$ cat config.mk
export PLATFORM = sky130hd
export DESIGN_NAME = line_point_generator_core
export DESIGN_NICKNAME = d
export VERILOG_FILES = /design/src/rtl/core/lpg_pkg.sv /design/src/rtl/core/lpg_front.sv /design/src/rtl/core/lpg_queue.sv /design/src/rtl/core/lpg_back.sv /design/src/rtl/core/line_point_generator_core.sv
export VERILOG_INCLUDE_DIRS = /design/src /design/src/rtl/core
export SDC_FILE = /design/constraint.sdc
export NUM_CORES = 1
export LEC_CHECK = 0
export CAP_MARGIN = 20
export CELL_PAD_IN_SITES_DETAIL_PLACEMENT = 1
export CELL_PAD_IN_SITES_GLOBAL_PLACEMENT = 2
export CORE_MARGIN = 2
export CORE_UTILIZATION = 40
export DETAILED_ROUTE_END_ITERATION = 10
export DONT_BUFFER_PORTS = 1
export HOLD_SLACK_MARGIN = 0.03
export MAX_ROUTING_LAYER = met4
export PLACE_DENSITY = 0.75
export SLEW_MARGIN = 20
export SYNTH_ARGS = -nofsm -noshare
export SYNTH_HDL_FRONTEND = slang
export SYNTH_SLANG_ARGS = --single-unit
export TNS_END_PERCENT = 50
$ cat constraint.sdc
create_clock -name clk -period 4.7 [get_ports clk]
set_input_delay 0.235 -clock clk [delete_from_list [all_inputs] [get_ports clk]]
set_output_delay 0.235 -clock clk [all_outputs]
set_load 0.05 [all_outputs]
$ cat src/rtl/core/assert_macros.svh
// Assertion helpers shared by the line point generator modules.
// Each macro samples on the rising edge of clk and is masked while rst is high.
`ifndef ASSERT_MACROS_SVH
`define ASSERT_MACROS_SVH

// The condition must hold at every sampled edge.
`define LPG_ASSERT_ALWAYS(label, cond, msg) \
  label: assert property (@(posedge clk) disable iff (rst) (cond)) else $error(msg);

// When the trigger holds, the consequence must hold in the same cycle.
`define LPG_ASSERT_IMPLIES(label, trig, cons, msg) \
  label: assert property (@(posedge clk) disable iff (rst) (trig) |-> (cons)) \
    else $error(msg);

// When the trigger holds, the consequence must hold in the next cycle.
`define LPG_ASSERT_NEXT(label, trig, cons, msg) \
  label: assert property (@(posedge clk) disable iff (rst) (trig) |=> (cons)) \
    else $error(msg);

`endif

$ cat src/rtl/core/lpg_pkg.sv
package lpg_pkg;

  localparam int COORD_BITS = 6;
  // The decision term spans roughly -2*dmajor .. 2*dminor, so three extra bits suffice.
  localparam int DEC_W      = COORD_BITS + 3;
  localparam int Q_DEPTH    = 2;
  localparam int Q_PTR_W    = (Q_DEPTH > 1) ? $clog2(Q_DEPTH) : 1;
  localparam int Q_CNT_W    = $clog2(Q_DEPTH + 1);

  typedef logic [COORD_BITS-1:0] coord_t;
  typedef logic signed [DEC_W-1:0] dec_t;

  // A classified segment, ready for the stepping engine.
  typedef struct packed {
    coord_t x;
    coord_t y;
    logic   neg_x;
    logic   neg_y;
    logic   x_major;
    coord_t dmajor;
    coord_t dminor;
    dec_t   dec;
  } seg_desc_t;

  typedef struct packed {
    logic full;
    logic empty;
  } q_status_t;

endpackage

$ cat src/rtl/core/lpg_front.sv
module lpg_front (
  input  logic                  seg_valid,
  output logic                  seg_stall,
  input  lpg_pkg::coord_t       start_x,
  input  lpg_pkg::coord_t       start_y,
  input  lpg_pkg::coord_t       end_x,
  input  lpg_pkg::coord_t       end_y,
  input  lpg_pkg::q_status_t    q_stat,
  output logic                  push,
  output lpg_pkg::seg_desc_t    desc
);

  lpg_pkg::coord_t adx;
  lpg_pkg::coord_t ady;
  logic            neg_x;
  logic            neg_y;
  logic            x_major;
  lpg_pkg::coord_t dmaj;
  lpg_pkg::coord_t dmin;

  always_comb begin
    neg_x   = end_x < start_x;
    neg_y   = end_y < start_y;
    adx     = neg_x ? (start_x - end_x) : (end_x - start_x);
    ady     = neg_y ? (start_y - end_y) : (end_y - start_y);
    x_major = adx >= ady;
    dmaj    = x_major ? adx : ady;
    dmin    = x_major ? ady : adx;

    desc.x       = start_x;
    desc.y       = start_y;
    desc.neg_x   = neg_x;
    desc.neg_y   = neg_y;
    desc.x_major = x_major;
    desc.dmajor  = dmaj;
    desc.dminor  = dmin;
    desc.dec     = $signed({2'b00, dmin, 1'b0}) - $signed({3'b000, dmaj});
  end

  assign seg_stall = q_stat.full;
  assign push      = seg_valid && !q_stat.full;

endmodule

$ cat src/rtl/core/lpg_queue.sv
`include "assert_macros.svh"

module lpg_queue (
  input  logic                  clk,
  input  logic                  rst,
  input  logic                  push,
  input  lpg_pkg::seg_desc_t    push_desc,
  input  logic                  pop,
  output lpg_pkg::seg_desc_t    pop_desc,
  output lpg_pkg::q_status_t    q_stat
);

  lpg_pkg::seg_desc_t            mem [lpg_pkg::Q_DEPTH];
  logic [lpg_pkg::Q_PTR_W-1:0]   wr_ptr;
  logic [lpg_pkg::Q_PTR_W-1:0]   rd_ptr;
  logic [lpg_pkg::Q_CNT_W-1:0]   count;

  localparam logic [lpg_pkg::Q_CNT_W-1:0] DEPTH_C = lpg_pkg::Q_CNT_W'(lpg_pkg::Q_DEPTH);
  localparam logic [lpg_pkg::Q_PTR_W-1:0] LAST_C  = lpg_pkg::Q_PTR_W'(lpg_pkg::Q_DEPTH - 1);

  assign q_stat.full  = count == DEPTH_C;
  assign q_stat.empty = count == '0;
  assign pop_desc     = mem[rd_ptr];

  always_ff @(posedge clk) begin
    if (push) begin
      mem[wr_ptr] <= push_desc;
    end
  end

  always_ff @(posedge clk) begin
    if (rst) begin
      wr_ptr <= '0;
      rd_ptr <= '0;
      count  <= '0;
    end else begin
      if (push) begin
        wr_ptr <= (wr_ptr == LAST_C) ? '0 : wr_ptr + 1'b1;
      end
      if (pop) begin
        rd_ptr <= (rd_ptr == LAST_C) ? '0 : rd_ptr + 1'b1;
      end
      case ({push, pop})
        2'b10:   count <= count + 1'b1;
        2'b01:   count <= count - 1'b1;
        default: count <= count;
      endcase
    end
  end

  `LPG_ASSERT_ALWAYS(a_count_bound, count <= DEPTH_C, "queue count beyond depth")
  `LPG_ASSERT_IMPLIES(a_no_overflow, push, !q_stat.full, "word pushed into a full queue")
  `LPG_ASSERT_IMPLIES(a_no_underflow, pop, !q_stat.empty, "word popped from an empty queue")
  `LPG_ASSERT_NEXT(a_push_grows, push && !pop, count == $past(count) + 1'b1,
                   "queue count did not grow on push")

endmodule

$ cat src/rtl/core/lpg_back.sv
module lpg_back (
  input  logic                  clk,
  input  logic                  rst,
  input  lpg_pkg::q_status_t    q_stat,
  input  lpg_pkg::seg_desc_t    desc,
  output logic                  pop,
  output logic                  point_valid,
  input  logic                  point_stall,
  output lpg_pkg::coord_t       point_x,
  output lpg_pkg::coord_t       point_y,
  output logic                  last_point
);

  logic            busy;
  lpg_pkg::coord_t x;
  lpg_pkg::coord_t y;
  lpg_pkg::dec_t   dec;
  lpg_pkg::coord_t remain;
  lpg_pkg::coord_t dmajor;
  lpg_pkg::coord_t dminor;
  logic            neg_x;
  logic            neg_y;
  logic            x_major;

  logic            adv;
  logic            minor_step;
  lpg_pkg::coord_t step_x;
  lpg_pkg::coord_t step_y;
  lpg_pkg::dec_t   dec_next;
  lpg_pkg::coord_t x_next;
  lpg_pkg::coord_t y_next;

  always_comb begin
    adv        = busy && (!point_valid || !point_stall);
    pop        = !busy && !q_stat.empty;
    minor_step = !dec[lpg_pkg::DEC_W-1];
    step_x     = neg_x ? '1 : lpg_pkg::COORD_BITS'(1);
    step_y     = neg_y ? '1 : lpg_pkg::COORD_BITS'(1);
    dec_next   = dec + $signed({2'b00, dminor, 1'b0})
                 - (minor_step ? $signed({2'b00, dmajor, 1'b0}) : '0);
    x_next     = (x_major || minor_step) ? x + step_x : x;
    y_next     = (!x_major || minor_step) ? y + step_y : y;
  end

  always_ff @(posedge clk) begin
    if (pop) begin
      x       <= desc.x;
      y       <= desc.y;
      dec     <= desc.dec;
      remain  <= desc.dmajor;
      dmajor  <= desc.dmajor;
      dminor  <= desc.dminor;
      neg_x   <= desc.neg_x;
      neg_y   <= desc.neg_y;
      x_major <= desc.x_major;
    end else if (adv) begin
      x      <= x_next;
      y      <= y_next;
      dec    <= dec_next;
      remain <= remain - 1'b1;
    end
    if (adv) begin
      point_x    <= x;
      point_y    <= y;
      last_point <= remain == '0;
    end
  end

  always_ff @(posedge clk) begin
    if (rst) begin
      busy        <= 1'b0;
      point_valid <= 1'b0;
    end else begin
      if (pop) begin
        busy <= 1'b1;
      end else if (adv && remain == '0) begin
        busy <= 1'b0;
      end
      if (adv) begin
        point_valid <= 1'b1;
      end else if (!point_stall) begin
        point_valid <= 1'b0;
      end
    end
  end

endmodule

$ cat src/rtl/core/line_point_generator_core.sv
// Line point generator: Bresenham rasterizer for segments on a 64 by 64 grid.
// The segment channel (seg_valid, seg_stall, start_x/start_y/end_x/end_y)
// takes one word per segment. The point channel (point_valid, point_stall,
// point_x/point_y/last_point) returns every grid point of the segment from
// start to end, one word per point, with last_point set on the end point.
// A segment yields dmajor + 1 points, where dmajor is the larger of |dx| and
// |dy|, so between 1 and 64 points.
// An accepted segment waits in the queue until the engine is free, is loaded
// into the engine and then yields its first point in the output register;
// one point then follows every cycle while point_stall is low. The engine
// takes the next segment from the queue only after the last point of this one.
// A two-word queue sits between classification and stepping, so segments are
// taken while the engine still works; seg_stall rises when the queue is full.
// When the receiver holds point_stall, the current point holds in the output
// register and stepping pauses until that point is taken.
// Reset (rst, synchronous, active high) empties the queue, drops any segment
// in progress and clears point_valid.
module line_point_generator_core (
  input  logic                  clk,
  input  logic                  rst,
  input  logic                  seg_valid,
  output logic                  seg_stall,
  input  lpg_pkg::coord_t       start_x,
  input  lpg_pkg::coord_t       start_y,
  input  lpg_pkg::coord_t       end_x,
  input  lpg_pkg::coord_t       end_y,
  output logic                  point_valid,
  input  logic                  point_stall,
  output lpg_pkg::coord_t       point_x,
  output lpg_pkg::coord_t       point_y,
  output logic                  last_point
);

  // Front to queue: the classified segment and its push strobe.
  logic               push;
  lpg_pkg::seg_desc_t push_desc;
  // Queue to back: the head word and the fill status shared by both sides.
  logic               pop;
  lpg_pkg::seg_desc_t pop_desc;
  lpg_pkg::q_status_t q_stat;

  // The front works out deltas, directions, the major axis and the starting
  // decision term in the same cycle that it accepts the word.
  lpg_front u_front (
    .seg_valid (seg_valid),
    .seg_stall (seg_stall),
    .start_x   (start_x),
    .start_y   (start_y),
    .end_x     (end_x),
    .end_y     (end_y),
    .q_stat    (q_stat),
    .push      (push),
    .desc      (push_desc)
  );

  lpg_queue u_queue (
    .clk       (clk),
    .rst       (rst),
    .push      (push),
    .push_desc (push_desc),
    .pop       (pop),
    .pop_desc  (pop_desc),
    .q_stat    (q_stat)
  );

  // The back steps the major coordinate once per point and moves the minor
  // coordinate whenever the decision term is not negative.
  lpg_back u_back (
    .clk         (clk),
    .rst         (rst),
    .q_stat      (q_stat),
    .desc        (pop_desc),
    .pop         (pop),
    .point_valid (point_valid),
    .point_stall (point_stall),
    .point_x     (point_x),
    .point_y     (point_y),
    .last_point  (last_point)
  );

endmodule
==> out/qor.txt <==
Clock Skew = 0.00634 ns
final hold vios = 0
Synth top area share = 51.0%
row count = 49
Clk pin slew, worst setup/hold paths = 0.06 ns
routability cong. = 0.842
fraction of registers with async set/reset = 0%
first-pass GRT wire length = 26200 µm
vias = 4516
Slowest-stage cell, CP = fa_1
CP arrival = 4.56 ns
Yosys warnings = 0
DR WL/cell = 18.1 µm
Synth top cells by count = edfxtp_1, inv_1, ha_1, a21oi_1, mux2i_1
n_diodes = 0
vias per cell = 5.10
Worst VDD drop = 0.406 mV
core area = 17800 µm²
CTS Sinks = 129
vias in the first global route = 5009
Max stage delay on crit path = 0.46 ns
CP most frequent cell = inv_1
Final Max Tran Viols = 0
ys flop type = edfxtp_1
crit path max fanout = 6
nets = 736
mapped cell area = 7190 µm²
Setup Crit Path Kind = in2reg
Gate Count Post-Synth = 592
die area = 19100 µm²
unique cell type count in the Yosys netlist = 50
final core utilization = 47.9%
CP Cell Sequence = inv_1, ha_1, inv_1, fa_2, a211oi_4, o21bai_2, a21oi_4, mux2i_1, xor2_1, inv_1, ha_1, a21o_1, a21oi_2, o21ai_4, mux2_2, inv_1, fa_1, nor2b_2, o31ai_4, a21o_1, and3_1, mux2i_1, nand4_1
dpl hpwl = 11400 µm
Top delay family on crit path = compound AO/OA/AOI/OAI gates
Critical Path Sink Type = flop
die height = 138 µm
RSZ-0062 raised after global routing = no
Final ANT Viol Nets = 0
CTS buffer count = 17
status = completed
DRC viols = 0
max-cap violation count = 0
FMAX = 227 MHz
iteration count of the initial detailed-routing pass = 4
final period utilization = 93.6%
gr usage total = 18.1%
Synth Net Count = 684
count leader, synth = edfxtp_1
Finish-stage setup viols = 0
Die X = 138 µm
worst slew pin tran = 1.06 ns
Setup crit start kind = input pin
power per cell area = 844 nW/µm²
final wirelength = 16000 µm
largest net degree at the start of global routing = 42
fin crit period = 4.40 ns
count of input and output buffers = 0
required time worst endpoint = 4.86 ns
layout cells sized above 1 = 17.7%
average cell area after synthesis = 12.1 µm²
initial antenna violation count = 0
worst skew pair latency = 0.42 ns
placed inst area = 7720 µm²
Starting Density = 40.4%
drt first-iter violations = 244
GRT Residual Overflow = 0
Filler cells = 1861
#FFs+latches synth = 129
WP buf/inv = 4
leakage = 3.42 nW
depth of the CTS H-tree = 4
Seq/Total Area, Yosys = 52.9%
Post-synth EDFFs = 122
final instance area = 8520 µm²
area leader, netlist = edfxtp_1
Area contributors post-synth = edfxtp_1, ha_1, mux2i_1, inv_1, fa_1
Clock Tree Buf Depth = 2
Hold WC Path Type = in2reg
normalized max-slew margin = 29.4%
Synth-to-Final Area Change = 18.5%
I/O pin count = 43
Root Buffer Master = clkbuf_16
CTS tree = done
## stage by stage
step | cells | total power (W) | hold slack (ns) | setup TNS [ns] | setup WS (ns)
floorplan | 592 | 0.00488 | 0.304 | 0 | 0.00104
global placement | 839 | 0.00568 | 0.305 | 0 | 0.0000546
detailed placement | 839 | 0.00584 | 0.312 | -0.547 | -0.219
CTS | 885 | 0.00718 | 0.0718 | 0 | 0.213
global route | 886 | 0.00778 | 0.114 | 0 | 0.0115
finish | 886 | 0.00719 | 0.0918 | 0 | 0.300
## cell families (layout without fill, tap and decap cells)
| group | count (synthesis) | in the layout | share of synthesized area (%) |
|---|---|---|---|
| AO/OA/AOI/OAI | 108 | 108 | 9.62 |
| XOR/XNOR | 35 | 35 | 4.26 |
| adder cells (fa/ha/maj) | 64 | 64 | 12.6 |
| buffers and inverters | 99 | 164 | 5.40 |
| flip-flops | 129 | 129 | 52.9 |
| multiplexers | 55 | 55 | 8.16 |
| AND/OR/NAND/NOR | 102 | 102 | 7.05 |
## state kept, by name, summed over array words and instances, names as in the netlist, 2 cells and up, named ones only
name,count
u_back.dec,8
u_queue.count,2
u_queue.mem,68
u_back.y,6
u_back.x,6
u_back.dmajor,6
u_back.dminor,6
u_back.point_y,6
u_back.point_x,6
u_back.remain,6
## final timing paths
| check | startpoint | to | slack (ns) | cells after the start |
|---|---|---|---|---|
| worst max-delay path | end_x[0] | u_queue.mem[0][6] | 0.30 | 23 |
| worst min-delay path | point_stall | u_back.busy | 0.09 | 4 |
| worst max register to register | u_back.dec[8] | u_back.dec[7] | 1.77 | 10 |
| worst min register to register | u_back.y[2] | u_back.point_y[2] | 0.46 | 0 |
## timing repair
| item | CTS | global route |
|---|---|---|
| hold endpoints to repair | 31 | 0 |
| setup buffers | 0 | 1 |
| hold buffers | 14 | 0 |
| resized for setup | 0 | 13 |
| endpoints found under the setup margin | 0 | 2 |
## placed cells by master (no fill, tap or decap), types with 3 or more instances in the layout
cell type / count
edfxtp_1: 122
inv_1: 82
ha_1: 49
a21oi_1: 40
buf_4: 35
nor2_1: 26
mux2i_1: 25
nand2_1: 23
xnor2_1: 23
mux2_2: 22
o21ai_0: 20
clkbuf_16: 17
nor2b_1: 15
dlygate4sd3_1: 14
nor3_1: 12
fa_1: 12
xor2_1: 11
a21o_1: 10
a211oi_1: 9
dfxtp_1: 6
o21bai_1: 5
nand3_1: 4
mux2i_2: 4
and2_1: 4
a221oi_1: 4
clkinvlp_4: 4
nand2b_1: 3
nand3b_1: 3
mux2i_4: 3
clkinv_2: 3
clkinv_1: 3
## where the power goes
group | switching, W | leakage [nW] | internal (W) | total [W]
clock network | 0.000497 | 0.268 | 0.000773 | 0.00127
registers | 0.000383 | 1.21 | 0.00205 | 0.00243
logic | 0.00195 | 1.94 | 0.00153 | 0.00348
total | 0.00283 | 3.42 | 0.00435 | 0.00719
## tightest hold or removal path: cells and delay by family
family | cells | cell delay (ns)
AO/OA/AOI/OAI | 1 | 0.06
AND/OR/NAND/NOR | 3 | 0.18
## per-layer routing
metal  routed length (µm)  vias up  GRT usage (%)
met4                  439        0           7.79
met2                 7870       82           29.2
met3                  404       28           3.98
li1                     -     2190              -
met1                 7300     2216           21.9
met5                    0        -              -
## cell type report
cell class	count	area [µm²]	share of cell area (%)
clock buffers	17	425	4.99
clock inverters	15	143	1.67
inverters	82	308	3.61
multi-input cells	364	3140	36.8
flip-flops and latches	129	3800	44.7
well taps	229	287	3.36
repair buffers	50	414	4.86
Note: power is estimated with default switching activity, not from simulation.
